`config.mk`:
```
export PLATFORM = sky130hd
export DESIGN_NAME = diff_drive_mixer_heading_hold
export DESIGN_NICKNAME = d
export VERILOG_FILES = /design/src/rtl/ddm_pkg.sv /design/src/rtl/diff_drive_mixer_heading_hold.sv
export SDC_FILE = /design/constraint.sdc
export NUM_CORES = 1
export LEC_CHECK = 0
export ABC_AREA = 1
export BUFFER_PORTS_ARGS = -buffer_cell sky130_fd_sc_hd__buf_2
export CAP_MARGIN = 10
export CORE_ASPECT_RATIO = 1.75
export CORE_UTILIZATION = 50
export DETAILED_ROUTE_END_ITERATION = 10
export GPL_TIMING_DRIVEN = 1
export PLACE_DENSITY_LB_ADDON = 0.15
export SETUP_SLACK_MARGIN = 0.15
export SLEW_MARGIN = 20
export SYNTH_ARGS = -nofsm -noshare
export SYNTH_HDL_FRONTEND = slang
export SYNTH_SLANG_ARGS = --single-unit
```
`constraint.sdc`:
```
create_clock -name clk -period 13.6 [get_ports clk]
set_input_delay 2.04 -clock clk [delete_from_list [all_inputs] [get_ports clk]]
set_output_delay 2.04 -clock clk [all_outputs]
set_load 0.1 [all_outputs]
```
`src/rtl/ddm_pkg.sv`:
```
// Shared codes and constants for the differential-drive mixer with heading hold.
`default_nettype none
package ddm_pkg;

  // Motion command codes.
  localparam logic [3:0] ACT_FWD        = 4'd0;
  localparam logic [3:0] ACT_BACK       = 4'd1;
  localparam logic [3:0] ACT_LEFT       = 4'd2;
  localparam logic [3:0] ACT_RIGHT      = 4'd3;
  localparam logic [3:0] ACT_LEFT_FWD   = 4'd4;
  localparam logic [3:0] ACT_LEFT_BACK  = 4'd5;
  localparam logic [3:0] ACT_RIGHT_FWD  = 4'd6;
  localparam logic [3:0] ACT_RIGHT_BACK = 4'd7;
  localparam logic [3:0] ACT_STOP       = 4'd8;

  // Motor direction codes.
  localparam logic [1:0] DIR_OFF  = 2'd0;
  localparam logic [1:0] DIR_FWD  = 2'd1;
  localparam logic [1:0] DIR_BACK = 2'd2;

  // Configuration register indexes.
  localparam logic [1:0] REG_TRACE_MODE  = 2'd0;
  localparam logic [1:0] REG_GAIN        = 2'd1;
  localparam logic [1:0] REG_UPPER_LIMIT = 2'd2;

  // Direction record codes.
  localparam logic [3:0] REC_NONE    = 4'd0;
  localparam logic [3:0] REC_UNKNOWN = 4'd10;
  localparam logic [6:0] NO_RECORD   = 7'd110;

  localparam logic [7:0] MIN_SPEED   = 8'd10;
  localparam logic [7:0] GAIN_RESET  = 8'd2;
  localparam logic [7:0] LIMIT_RESET = 8'd180;

  typedef struct packed {
    logic [1:0] dir_a;
    logic [7:0] speed_a;
    logic [1:0] dir_b;
    logic [7:0] speed_b;
  } motor_cmd_t;

endpackage
`default_nettype wire

```
`src/rtl/diff_drive_mixer_heading_hold.sv`:
```
// Top level: two-motor mixer with proportional heading hold for forward and backward.
// An accepted word is loaded into the input register at the accepting edge. Its result word
// goes into the result register once that register is empty or being read out, and is then on
// the out channel. The multiply-and-clamp pass sits between the two registers.
// Throughput: one word per cycle; in_ready is low only while both registers hold a word and
// out_ready is low. Reset (rst_n low, synchronous): pipeline emptied, trace_mode 0, gain 2,
// upper_limit 180, direction record 0, latched record NO_RECORD, reference heading 0.
`default_nettype none
module diff_drive_mixer_heading_hold (
  input  wire                clk,
  input  wire                rst_n,
  input  wire                in_valid,
  output logic               in_ready,
  input  wire         [3:0]  in_action,
  input  wire         [7:0]  in_speed,
  input  wire signed  [12:0] in_heading,
  input  wire                in_on_ground,
  output logic               out_valid,
  input  wire                out_ready,
  output logic        [1:0]  out_dir_a,
  output logic        [7:0]  out_speed_a,
  output logic        [1:0]  out_dir_b,
  output logic        [7:0]  out_speed_b,
  input  wire                cfg_we,
  input  wire         [1:0]  cfg_index,
  input  wire         [7:0]  cfg_data
);

  // Configuration registers.
  logic       trace_mode_r;
  logic [7:0] gain_r;
  logic [7:0] upper_limit_r;

  // Heading-hold state.
  logic [3:0]         dir_rec_r, dir_rec_nxt;
  logic [6:0]         latched_rec_r, latched_rec_nxt;
  logic signed [12:0] ref_heading_r, ref_heading_nxt;

  // Input stage.
  logic               s1_valid_r;
  logic [3:0]         s1_action_r;
  logic [7:0]         s1_speed_r;
  logic signed [12:0] s1_heading_r;
  logic               s1_on_ground_r;
  logic               s1_adv;

  // Result stage.
  logic                    out_valid_r;
  ddm_pkg::motor_cmd_t     out_cmd_r, cmd_nxt;

  // Datapath.
  logic               capture;
  logic signed [12:0] ref_used;
  logic signed [13:0] err;
  logic signed [22:0] prod;
  logic signed [22:0] speed16;
  logic [7:0]         side_right, side_left, half;

  function automatic logic [7:0] clamp_side(input logic signed [22:0] t,
                                            input logic [7:0] upper);
    logic signed [22:0] tb;
    logic signed [18:0] v;
    // Add 15 to negative values so the shift truncates toward zero.
    tb = t + (t[22] ? 23'sd15 : 23'sd0);
    v  = tb[22:4];
    if (v > $signed({11'b0, upper})) begin
      clamp_side = upper;
    end else if (v < $signed({11'b0, ddm_pkg::MIN_SPEED})) begin
      clamp_side = ddm_pkg::MIN_SPEED;
    end else begin
      clamp_side = v[7:0];
    end
  endfunction

  assign s1_adv   = !out_valid_r || out_ready;
  assign in_ready = !s1_valid_r || s1_adv;

  // The capture decision sees the record left by the previous command.
  assign capture    = (latched_rec_r != {3'b0, dir_rec_r}) || !s1_on_ground_r;
  assign ref_used   = capture ? s1_heading_r : ref_heading_r;
  assign err        = 14'(s1_heading_r) - 14'(ref_used);
  assign prod       = err * $signed({1'b0, gain_r});
  assign speed16    = $signed({11'b0, s1_speed_r, 4'b0});
  assign side_right = clamp_side(speed16 + prod, upper_limit_r);
  assign side_left  = clamp_side(speed16 - prod, upper_limit_r);
  assign half       = {1'b0, s1_speed_r[7:1]};

  always_comb begin
    dir_rec_nxt     = dir_rec_r;
    latched_rec_nxt = latched_rec_r;
    ref_heading_nxt = ref_heading_r;
    cmd_nxt         = '{ddm_pkg::DIR_OFF, 8'd0, ddm_pkg::DIR_OFF, 8'd0};
    unique case (s1_action_r)
      ddm_pkg::ACT_FWD, ddm_pkg::ACT_BACK: begin
        if (trace_mode_r) begin
          if (s1_action_r == ddm_pkg::ACT_FWD) begin
            cmd_nxt = '{ddm_pkg::DIR_FWD, s1_speed_r, ddm_pkg::DIR_FWD, s1_speed_r};
          end else begin
            cmd_nxt = '{ddm_pkg::DIR_BACK, s1_speed_r, ddm_pkg::DIR_BACK, s1_speed_r};
          end
        end else begin
          if (capture) begin
            latched_rec_nxt = {3'b0, dir_rec_r};
            ref_heading_nxt = s1_heading_r;
          end
          if (s1_action_r == ddm_pkg::ACT_FWD) begin
            cmd_nxt = '{ddm_pkg::DIR_FWD, side_right, ddm_pkg::DIR_FWD, side_left};
          end else begin
            cmd_nxt = '{ddm_pkg::DIR_BACK, side_left, ddm_pkg::DIR_BACK, side_right};
          end
          dir_rec_nxt = s1_action_r + 4'd1;
        end
      end
      ddm_pkg::ACT_LEFT: begin
        dir_rec_nxt = s1_action_r + 4'd1;
        cmd_nxt     = '{ddm_pkg::DIR_FWD, s1_speed_r, ddm_pkg::DIR_BACK, s1_speed_r};
      end
      ddm_pkg::ACT_RIGHT: begin
        dir_rec_nxt = s1_action_r + 4'd1;
        cmd_nxt     = '{ddm_pkg::DIR_BACK, s1_speed_r, ddm_pkg::DIR_FWD, s1_speed_r};
      end
      ddm_pkg::ACT_LEFT_FWD: begin
        dir_rec_nxt = s1_action_r + 4'd1;
        cmd_nxt     = '{ddm_pkg::DIR_FWD, s1_speed_r, ddm_pkg::DIR_FWD, half};
      end
      ddm_pkg::ACT_LEFT_BACK: begin
        dir_rec_nxt = s1_action_r + 4'd1;
        cmd_nxt     = '{ddm_pkg::DIR_BACK, s1_speed_r, ddm_pkg::DIR_BACK, half};
      end
      ddm_pkg::ACT_RIGHT_FWD: begin
        dir_rec_nxt = s1_action_r + 4'd1;
        cmd_nxt     = '{ddm_pkg::DIR_FWD, half, ddm_pkg::DIR_FWD, s1_speed_r};
      end
      ddm_pkg::ACT_RIGHT_BACK: begin
        dir_rec_nxt = s1_action_r + 4'd1;
        cmd_nxt     = '{ddm_pkg::DIR_BACK, half, ddm_pkg::DIR_BACK, s1_speed_r};
      end
      ddm_pkg::ACT_STOP: begin
        dir_rec_nxt = s1_action_r + 4'd1;
      end
      default: begin
        dir_rec_nxt = ddm_pkg::REC_UNKNOWN;
      end
    endcase
  end

  // Configuration.
  always_ff @(posedge clk) begin
    if (!rst_n) begin
      trace_mode_r  <= 1'b0;
      gain_r        <= ddm_pkg::GAIN_RESET;
      upper_limit_r <= ddm_pkg::LIMIT_RESET;
    end else if (cfg_we) begin
      unique case (cfg_index)
        ddm_pkg::REG_TRACE_MODE:  trace_mode_r  <= cfg_data[0];
        ddm_pkg::REG_GAIN:        gain_r        <= cfg_data;
        ddm_pkg::REG_UPPER_LIMIT: upper_limit_r <= cfg_data;
        default: ;
      endcase
    end
  end

  // Pipeline control and heading-hold state.
  always_ff @(posedge clk) begin
    if (!rst_n) begin
      s1_valid_r    <= 1'b0;
      out_valid_r   <= 1'b0;
      dir_rec_r     <= ddm_pkg::REC_NONE;
      latched_rec_r <= ddm_pkg::NO_RECORD;
      ref_heading_r <= '0;
    end else begin
      if (in_ready) begin
        s1_valid_r <= in_valid;
      end
      if (s1_adv) begin
        out_valid_r <= s1_valid_r;
      end
      if (s1_valid_r && s1_adv) begin
        dir_rec_r     <= dir_rec_nxt;
        latched_rec_r <= latched_rec_nxt;
        ref_heading_r <= ref_heading_nxt;
      end
    end
  end

  // Payload registers.
  always_ff @(posedge clk) begin
    if (in_valid && in_ready) begin
      s1_action_r    <= in_action;
      s1_speed_r     <= in_speed;
      s1_heading_r   <= in_heading;
      s1_on_ground_r <= in_on_ground;
    end
    if (s1_valid_r && s1_adv) begin
      out_cmd_r <= cmd_nxt;
    end
  end

  assign out_valid   = out_valid_r;
  assign out_dir_a   = out_cmd_r.dir_a;
  assign out_speed_a = out_cmd_r.speed_a;
  assign out_dir_b   = out_cmd_r.dir_b;
  assign out_speed_b = out_cmd_r.speed_b;

  // A motor that is off always has zero speed, and both motors stop together.
  a_off_pair: assert property (@(posedge clk) disable iff (!rst_n)
    out_valid_r && out_cmd_r.dir_a == ddm_pkg::DIR_OFF |->
      out_cmd_r.speed_a == 8'd0 && out_cmd_r.dir_b == ddm_pkg::DIR_OFF &&
      out_cmd_r.speed_b == 8'd0)
    else $error("motor off with nonzero speed or unpaired");

  // The latched record is either the reset marker or a real record code.
  a_latched_code: assert property (@(posedge clk) disable iff (!rst_n)
    latched_rec_r == ddm_pkg::NO_RECORD || latched_rec_r <= {3'b0, ddm_pkg::REC_UNKNOWN})
    else $error("latched record out of range");

  // A word held in the input stage stays put while the result register is blocked.
  a_s1_hold: assert property (@(posedge clk) disable iff (!rst_n)
    s1_valid_r && !s1_adv |=> s1_valid_r && $stable(s1_action_r) && $stable(s1_speed_r))
    else $error("input stage lost a word under stall");

  // State changes only when a word moves to the result register.
  a_state_hold: assert property (@(posedge clk) disable iff (!rst_n)
    !(s1_valid_r && s1_adv) |=> $stable(dir_rec_r) && $stable(ref_heading_r))
    else $error("heading state changed without a word");

endmodule
`default_nettype wire

```
Yosys cells after proc, flatten, opt, wreduce, memory -nomap -nowiden
Index checks and enable logic that the tools add are counted.
- logic and storage cells: 71
- register bits: 88
- bits of input ports: 41
- add/subtract/negate cells: 6
- bitwise gates (word level): 1
- reductions and logical operators: 18
- equal/unequal tests: 12
- muxes and demuxes: 13
- magnitude comparators: 4
- $mul: 1
- operators with widths (cell ; number):
    $pmux W20 S7 ; 1
    $mux W20 ; 3
    $add A23 B5 Y23 ; 2
    $gt A19 B9 Y1 ; 2
    $lt A19 B5 Y1 const B ; 2
    $mux W8 ; 4
    $add A13 B23 Y23 ; 1
    $mul A14 B9 Y23 ; 1
    $sub A13 B23 Y23 ; 1
    $eq A4 B3 Y1 const B ; 4
    $sub A13 B13 Y14 ; 1
    $mux W13 ; 1
    $mux W4 ; 3
    $eq A4 B2 Y1 const B ; 2
    $pmux W4 S2 ; 1
    $reduce_and A2 Y1 ; 4
    $reduce_or A7 Y1 ; 1
    $ne A6 B4 Y1 ; 1
    $add A4 B1 Y4 const B ; 1
    $eq A4 B1 Y1 const B ; 1
    $eq A4 B4 Y1 const B ; 1
    $logic_not A4 Y1 ; 1
    $reduce_and A4 Y1 ; 1
    $logic_not A1 Y1 ; 3
    other kinds (9) ; 12

Depth between registers and ports, before layout
Gate-level depths: netlist (run 1).
- depth in word-level cells: 14
- gate-level depth with buffers: 71

Least setup slack after synthesis (run 1)
OpenSTA, ideal clock, no wires.
- kind: register to register
- start point: reg dir_rec_r[0]
- end point: reg out_cmd_r, in the netlist out_speed_b[0] (data pin)
- buffers on the path: 2
- data required time: 13.342 ns
- library setup time: 0.258 ns
- arrival time: 9.346 ns
- setup slack: 3.996 ns
- cell stages (with the launch flop): 61
- period minus slack after synthesis: 9.604 ns
- cell sequence: dfxtp_1 inv_1 o22ai_1 a221oi_1 nand3_1 buf_1 mux2i_1 ha_1 a21oi_1 nor2_1 nor2_1 nor2_1 inv_1 o21ai_0 inv_1 o21ai_0 xor2_1 nand2_1 [... 25 more ...] nand3_4 nor2_4 xnor2_1 ha_1 a21o_1 a31oi_1 o211ai_1 a21oi_1 o21bai_1 nand4_1 nor2_4 nand3_4 nand2_4 nand2_1 nand3_1 nand3_1 nand2_1 nand2_1
- RTL lines (element ; RTL line ; text):
    start, declared ; diff_drive_mixer_heading_hold.sv:35 ; logic [3:0] dir_rec_r, dir_rec_nxt;
    start signal, assigned ; diff_drive_mixer_heading_hold.sv:168 ; dir_rec_r <= ddm_pkg::REC_NONE;
    start signal, assigned ; diff_drive_mixer_heading_hold.sv:179 ; dir_rec_r <= dir_rec_nxt;
    end signal, assigned ; diff_drive_mixer_heading_hold.sv:195 ; out_cmd_r <= cmd_nxt;
    end, declared ; diff_drive_mixer_heading_hold.sv:49 ; ddm_pkg::motor_cmd_t out_cmd_r, cmd_nxt;

==> out/results.txt, run 1 <==
Placed Area - 13,000 um2
P&R area growth vs syn - 6.99%
Slowest stage delay, CP - 0.63 ns
Core area - 24,200 um2
Slowest cell on the critical path - nand3_1
Met2 usage - 53.1%
Fraction of the yosys area taken by sequential cells - 17.7%
Clk pwr share - 7.6%
Number of flops mapped to enable cells by yosys - 46
CP Data Arrival Time - 11.46 ns
Largest net degree at the start of global routing - 37
Outcome - completed
Util after Layout - 54.8%
Clk_lat worst skew - 0.34 ns
Slew @ Worst Pin - 1.02 ns
Area of the mapped netlist - 12,400 um2
Gp weighted congestion - 0.914
Sw frac - 60.6%
Worst-path fanout max - 14
Met1 Use GR - 26.5%
DR DRC count - 0
R2r worst-path depth - 62
Delay-heaviest family, CP - simple AND/OR/NAND/NOR gates
Rel. slew slack - 32.1%
Slew Limit Fails - 0
Clock Sinks - 87
Worst setup endpoint - out_speed_a[5]
Fmax - 87.9 MHz
Int Pwr - 1.29 mW
Net Switching - 1.99 mW
WL final - 33,300 um
# diodes - 0
Setup bufs post-CTS - 0
Most Used Layer, Global Route - met2
Worst reg2reg endpoint - out_speed_a[5]
Clk slew on worst S/H paths - 0.06 ns
VDD IR-drop max - 0.135 mV
Dpl hpwl - 28,600 um
I/O pin count - 63
Setup Crit Path Kind - reg -> reg
Worst setup EP type - flip-flop
Port Buffer Count - 62
Startpoint types - flip-flop
Cts repair resizes - 0
Congestion Overflow GR - 0
Min-delay worst type - reg -> reg
Post-Layout Inst Area - 13,300 um2
DR vias - 11,600
Die outline height - 210 um
Levels on crit path - 62
Vias in the first global route - 11,500
Seq pwr share - 9.4%
# H-tree levels - 3
FFs w/ async S/R, synth - 0%
Worst Skew - 0.00858 ns
Tcrit/Tclk final - 83.6%
Final setup vio count - 0
Layout cell share with drive strength beyond 1 - 8.35%
CTS tree - done
Non-Filler Instances - 2,188
GRT Util Overall - 26.7%
Comb power frac - 83.0%
Starting DRT DRC Count - 748
CTS buffer count - 9
P_leak - 7.19 nW
Syn Inst Count - 1,831
Post-synth top flop - edfxtp_1
Hold Vio Cnt, Final - 0
Clock buffer depth - 2
Yosys warns - 0
Initial antenna violation count - 0
Hold_buf cts - 0
Worst path required time - 13.69 ns
Routed Antenna Nets - 0
Max-Cap Viols - 0
Area of the die - 25,500 um2
Grt met3 use - 2.62%
Root buf cell - clkbuf_16
Syn_nets - 2,060
Setup_tns - 0 ns
R2R Setup Slk - 2.23 ns
FF+latch count, synth - 87
Post-layout minimum cycle time - 11.37 ns
Core Rows - 75
Pwr dens - 248 nW/um2
Reg-to-Reg Start - dir_rec_r[0]
Post-DR wirelength/cell - 15.2 um
WP buf/inv - 7
Initial Util - 51.3%
Setup crit start - dir_rec_r[0]
Top cell by count, worst path - nand2_1
Placed cell count - 2,172
Vias/cell - 5.32
Post-synthesis cell type count - 57
DRT Pass-1 Iters - 8
Average instance area after synthesis - 6.78 um2
Nets - 2,104
RSZ-0062 raised after global routing - false
First-pass GRT wire length - 53,500 um
Die X - 121 um
==> cells in the final DEF, fill, tap and decap left out, types with 3 or more instances in the layout <==
cell type    n
nand2_1    460
inv_1      363
nor2_1     197
nand3_1    146
ha_1        96
fa_1        92
a21oi_1     64
buf_2       62
o21ai_0     48
edfxtp_1    46
dfxtp_1     41
nand4_1     34
xor2_1      29
nor3_1      28
nand2_2     21
nor2_2      12
xnor2_1     11
mux2i_1     11
o211ai_1     9
clkbuf_16    9
o21bai_1     8
nand3_2      8
inv_2        7
a211oi_1     7
nor2_4       6
nand2_4      5
a31oi_1      4
and2_1       4
nand3_4      4
clkinv_1     4
a221oi_1     3
or2_2        3
nand3b_1     3
nor4_1       3
==> worst min path at each step <==
| stage | from | to | cells past startpoint |
|---|---|---|---|
| global placement | ref_heading_r[0] | ref_heading_r[0] | 2 |
| floorplan | ref_heading_r[0] | ref_heading_r[0] | 2 |
| CTS | ref_heading_r[4] | ref_heading_r[4] | 2 |
| finish | ref_heading_r[4] | ref_heading_r[4] | 2 |
| detailed placement | ref_heading_r[0] | ref_heading_r[0] | 2 |
| global route | ref_heading_r[0] | ref_heading_r[0] | 2 |
==> routing by layer <==
metal | up-vias | wire (um)
met5 | - | 0
met4 | 0 | 1950
met3 | 109 | 911
met2 | 287 | 18400
met1 | 5422 | 12000
li1 | 5819 | -
==> cell type report <==
| cell class | instances | area (um2) |
|---|---|---|
| well taps | 308 | 385 |
| multi-input cells | 1340 | 8660 |
| clock buffers | 10 | 239 |
| flip-flops and latches | 87 | 2200 |
| fillers | 2475 | 10900 |
| inverters | 374 | 1410 |
| repair buffers | 63 | 318 |
| clock inverters | 6 | 66.3 |
==> logic make-up after synthesis <==
kind of cell	count (synthesis)	share of synthesized area, %
muxes	11	0.887
xor gates and xnor gates	43	3.22
and+or+nand+nor	940	33.6
adders and majority gates	188	24.5
DFF	87	17.7
AOI/OAI and AO/OA	158	7.54
buffers and inverters	404	12.5
==> cell usage after synthesis (5+ instances only) <==
cell type  number  area (um2)
a211oi_1        7        52.6
a21oi_1        64         320
buf_2           8        40.0
clkbuf_1       15        56.3
dfxtp_1        41         821
edfxtp_1       46        1380
fa_1           92        1840
ha_1           96        1200
inv_1         363        1360
inv_2           7        26.3
mux2i_1        11         110
nand2_1       460        1730
nand2_2        21         131
nand2_4         5        56.3
nand3_1       146         731
nand3_2         8        80.1
nand4_1        34         213
nor2_1        197         739
nor2_2         12        75.1
nor2_4          6        67.6
nor3_1         28         140
o211ai_1        9        67.6
o21ai_0        48         240
o21bai_1        8        60.1
xnor2_1        11        96.3
xor2_1         29         254
==> power groups by stage <==
stage	Clock (mW)	Sequential [mW]	Combinational, mW
finish	0.250	0.308	2.73
global route	0.266	0.309	3.07
CTS	0.254	0.307	2.72
detailed placement	0	0.313	2.71
global placement	0	0.313	2.68
floorplan	0	0.340	2.08
==> flip-flops by register name (all words and copies together) (netlist names) <==
register	cells
s1_speed_r	8
upper_limit_r	8
s1_on_ground_r	1
out_dir_a	2
out_dir_b	2
out_speed_a	8
dir_rec_r	4
out_speed_b	8
trace_mode_r	1
s1_valid_r	1
gain_r	8
out_valid	1
ref_heading_r	13
s1_heading_r	13
latched_rec_r	5
s1_action_r	4
==> worst reg2reg max path: cells and delay by family (launching register included) <==
kind	cells	cell delay, ns
adder cells (fa/ha/maj)	9	3.51
XOR/XNOR	3	0.87
AND/OR/NAND/NOR	30	3.89
flip-flops	1	0.30
buffers and inverters	7	0.73
AO/OA/AOI/OAI	13	1.88
==> per-stage QoR <==
step                power (mW)  hold slack [ns]  worst slack [ns]
global route              3.64            0.514              1.20
floorplan                 2.42            0.441              4.00
finish                    3.29            0.480              2.23
CTS                       3.28            0.481              2.22
global placement          3.00            0.465              2.47
detailed placement        3.02            0.466              2.26
No activity file was read; power rests on OpenSTA's default activity.
==> run 2, diff against run 1 <==
- ABC_AREA: 1 -> 0
- clock period: 13.6 -> 9.45 ns (I/O delays scaled with it)
==> run 2 against run 1 <==
Compared with the run above: the flow now finishes with violations (negative setup slack); fmax rose by 1.0%; first-iteration DRC count fell by 19%; setup slack got worse by 4.0 ns; sequential cell count did not move; non-clock buffer count rose by 353; cell count fell by 3.1%; core utilization rose by 14 points; critical path depth fell by 7; worst hold slack got worse by 0.029 ns; clock skew rose by 0.0037 ns; critical path type unchanged.
==> out/results.txt, run 2 <==
Core Rows - 75 (unchanged)
Max-Cap Viols - 0 (unchanged)
R2r worst-path depth - 55 (-11%)
Top cell by count, worst path - buf_4
Clock buffer depth - 2 (unchanged)
Util after Layout - 68.9% (+14 points)
Non-Filler Instances - 2,121 (-3.1%)
Clock Sinks - 87 (unchanged)
Levels on crit path - 55 (-11%)
Vias in the first global route - 12,500 (+8.1%)
Clk slew on worst S/H paths - 0.07 ns (about the same)
Worst setup EP type - flip-flop
Outcome - finished, violations left
DR DRC count - 0 (unchanged)
Post-DR wirelength/cell - 17.5 um (+15%)
Die X - 120 um (-1.1%)
Post-layout minimum cycle time - 11.26 ns (-0.117 ns)
FF+latch count, synth - 87 (unchanged)
R2R Setup Slk - -1.81 ns (-4.03 ns)
Hold Path Cell Cnt - 2 (unchanged)
Rel. slew slack - 49.5% (+17 points)
Layout cell share with drive strength beyond 1 - 34.5% (+26 points)
Fill count - 1,965 (-21%)
Die outline height - 208 um (-1.2%)
Fmax - 88.8 MHz (+1.0%)
Synth top area share - 15.2% (+0.35 points)
Worst-path fanout max - 6 (-8)
WP buf/inv - 8 (+1)
WL final - 37,000 um (+11%)
Slowest cell on the critical path - fa_1
P&R area growth vs syn - 36.0%
Nets - 2,037 (-3.2%)
# diodes - 0 (unchanged)
Vias/cell - 5.57 (+4.7%)
Slowest stage delay, CP - 0.58 ns (-0.05 ns)
Routed Antenna Nets - 0 (unchanged)
CTS tree - done
VDD IR-drop max - 0.144 mV (+6.8%)
Post-synth top flop - edfxtp_1
CP Data Arrival Time - 11.46 ns (about the same)
Number of flops mapped to enable cells by yosys - 46 (unchanged)
Top flop regs - ref_heading_r: 13 flops, s1_heading_r: 13 flops
Final Worst Setup Slack - -1.81 ns (-4.03 ns)
Slew @ Worst Pin - 0.750 ns (-0.268 ns)
Commonest non-fill, non-tap cell in the layout - buf_4
Most common cell in the netlist - nand2_1
Most frequent cells in the layout - buf_4 (346), nand2_1 (170), inv_1 (162)
Initial Util - 50.7% (-0.59 points)
FFs w/ async S/R, synth - 0% (unchanged)
Placed cell count - 2,065 (-4.9%)
DRT Pass-1 Iters - 7 (-1)
Average instance area after synthesis - 8.46 um2 (+25%)
GRT Util Overall - 29.7% (+3.0 points)
Congestion Overflow GR - 0 (unchanged)
P_leak - 7.75 nW (+7.9%)
Yosys top cell by area - fa_1
Starting DRT DRC Count - 609 (-19%)
Root buf cell - clkbuf_16
Worst path required time - 9.65 ns (-4.04 ns)
Port Buffer Count - 62 (unchanged)
RSZ-0062 raised after global routing - true
Min-delay worst type - reg -> reg
Failing checks - negative setup slack
Pwr Total - 4.62 mW (+41%)
Tcrit/Tclk final - 119% (+35 points)
Dpl hpwl - 29,900 um (+4.4%)
Post-synthesis cell type count - 102 (+79%)
Syn_nets - 1,662 (-19%)
Area of the die - 24,900 um2 (-2.3%)
Setup Crit Path Kind - reg -> reg
Pwr dens - 280 nW/um2 (+13%)
Fraction of the yosys area taken by sequential cells - 18.2% (+0.42 points)
Gp weighted congestion - 0.933 (+2.1%)
# H-tree levels - 3 (unchanged)
Initial antenna violation count - 0 (unchanged)
DR vias - 11,800 (+1.5%)
Startpoint types - flip-flop
Clk_lat worst skew - 0.36 ns (+0.02 ns)
Yosys warns - 0 (unchanged)
Worst Skew - 0.0123 ns (+0.00369 ns)
Hold_buf cts - 0 (unchanged)
I/O pin count - 63 (unchanged)
Delay-heaviest family, CP - adder cells
Area of the mapped netlist - 12,100 um2 (-2.3%)
Commonest cells in the netlist - nand2_1 (176), inv_1 (171), ha_1 (96)
Core area - 23,900 um2 (-1.2%)
Syn Inst Count - 1,433 (-22%)
First-pass GRT wire length - 58,900 um (+10%)
Hold Vio Cnt, Final - 0 (unchanged)
CTS buffer count - 9 (unchanged)
Most area-consuming cells after synthesis - fa_1 (15%), edfxtp_1 (11%), ha_1 (9.9%)
Final setup vio count - 16 (+16)
Slew Limit Fails - 0 (unchanged)
Largest net degree at the start of global routing - 42 (+14%)
-- run 2: changes by cell type after synthesis, moves of 21 or more --
| cell | previous run | this run |
|---|---|---|
| mux2i_1 | 11 | 36 |
| nand2_2 | 21 | 0 |
| nor2b_1 | 0 | 31 |
| inv_1 | 363 | 171 |
| and2_1 | 4 | 59 |
| xnor2_1 | 11 | 48 |
| nand3_1 | 146 | 26 |
| nor2_1 | 197 | 68 |
| nand2_1 | 460 | 176 |
-- run 2: report_power, final --
group	switching [mW]	internal, mW
Combinational	1.93	1.90
Sequential	0.0190	0.419
Clock	0.168	0.187
-- run 2: worst min-delay path: stages, from the launching register on --
cell,delay (ns)
dfxtp_1,0.31
nand2_1,0.05
nand2_1,0.05
-- run 2: layout make-up --
cell class                      instances  area, um2  area share, %
Timing Repair Buffer                  416       3010           18.2
Sequential cell                        87       2210           13.4
Clock buffer                            9        225           1.37
Multi-Input combinational cell       1123       9960           60.4
Tap cell                              308        385           2.34
Inverter                              171        642           3.89
Clock inverter                          7       68.8          0.417
-- run 2: stage by stage --
| stage | TNS (ns) | worst slack (ns) | hold slack, ns | instance area [um2] |
|---|---|---|---|---|
| 2_1_floorplan | -22.88 | -1.53 | 0.414 | 12500 |
| 3_3_place_gp | -32.50 | -2.12 | 0.441 | 15300 |
| 3_5_place_dp | -36.50 | -2.39 | 0.440 | 15300 |
| 4_1_cts | -27.69 | -1.82 | 0.453 | 16100 |
| 5_1_grt | -34.40 | -2.19 | 0.488 | 16500 |
| 6_report | -27.63 | -1.81 | 0.451 | 16500 |
-- run 2: what timing repair did --
action	in CTS	in global routing
buffers inserted	25	14
resized for setup	77	48
gates cloned	1	0
endpoints found under the setup margin	16	16
pin swaps	70	62
-- run 2: cells by family after synthesis --
logic type,share of synthesized area (%)
AO/OA/AOI/OAI,19.0
XOR/XNOR,4.96
adder cells (fa/ha/maj),25.1
buffers and inverters,7.15
flip-flops,18.2
multiplexers,4.51
AND/OR/NAND/NOR,21.1
-- run 2: metal layers --
metal	vias up	track usage, %	wire [um]
li1	5725	-	-
met1	5709	29.8	13400
met2	276	58.5	20800
met3	103	2.58	912
met4	0	15.7	1900
met5	-	0	0
-- run 2: final timing paths --
check	end	start
max	out_speed_b[7]	latched_rec_r[3]
max reg2reg	out_speed_b[7]	latched_rec_r[3]
min	latched_rec_r[5]	latched_rec_r[5]
min reg2reg	latched_rec_r[5]	latched_rec_r[5]
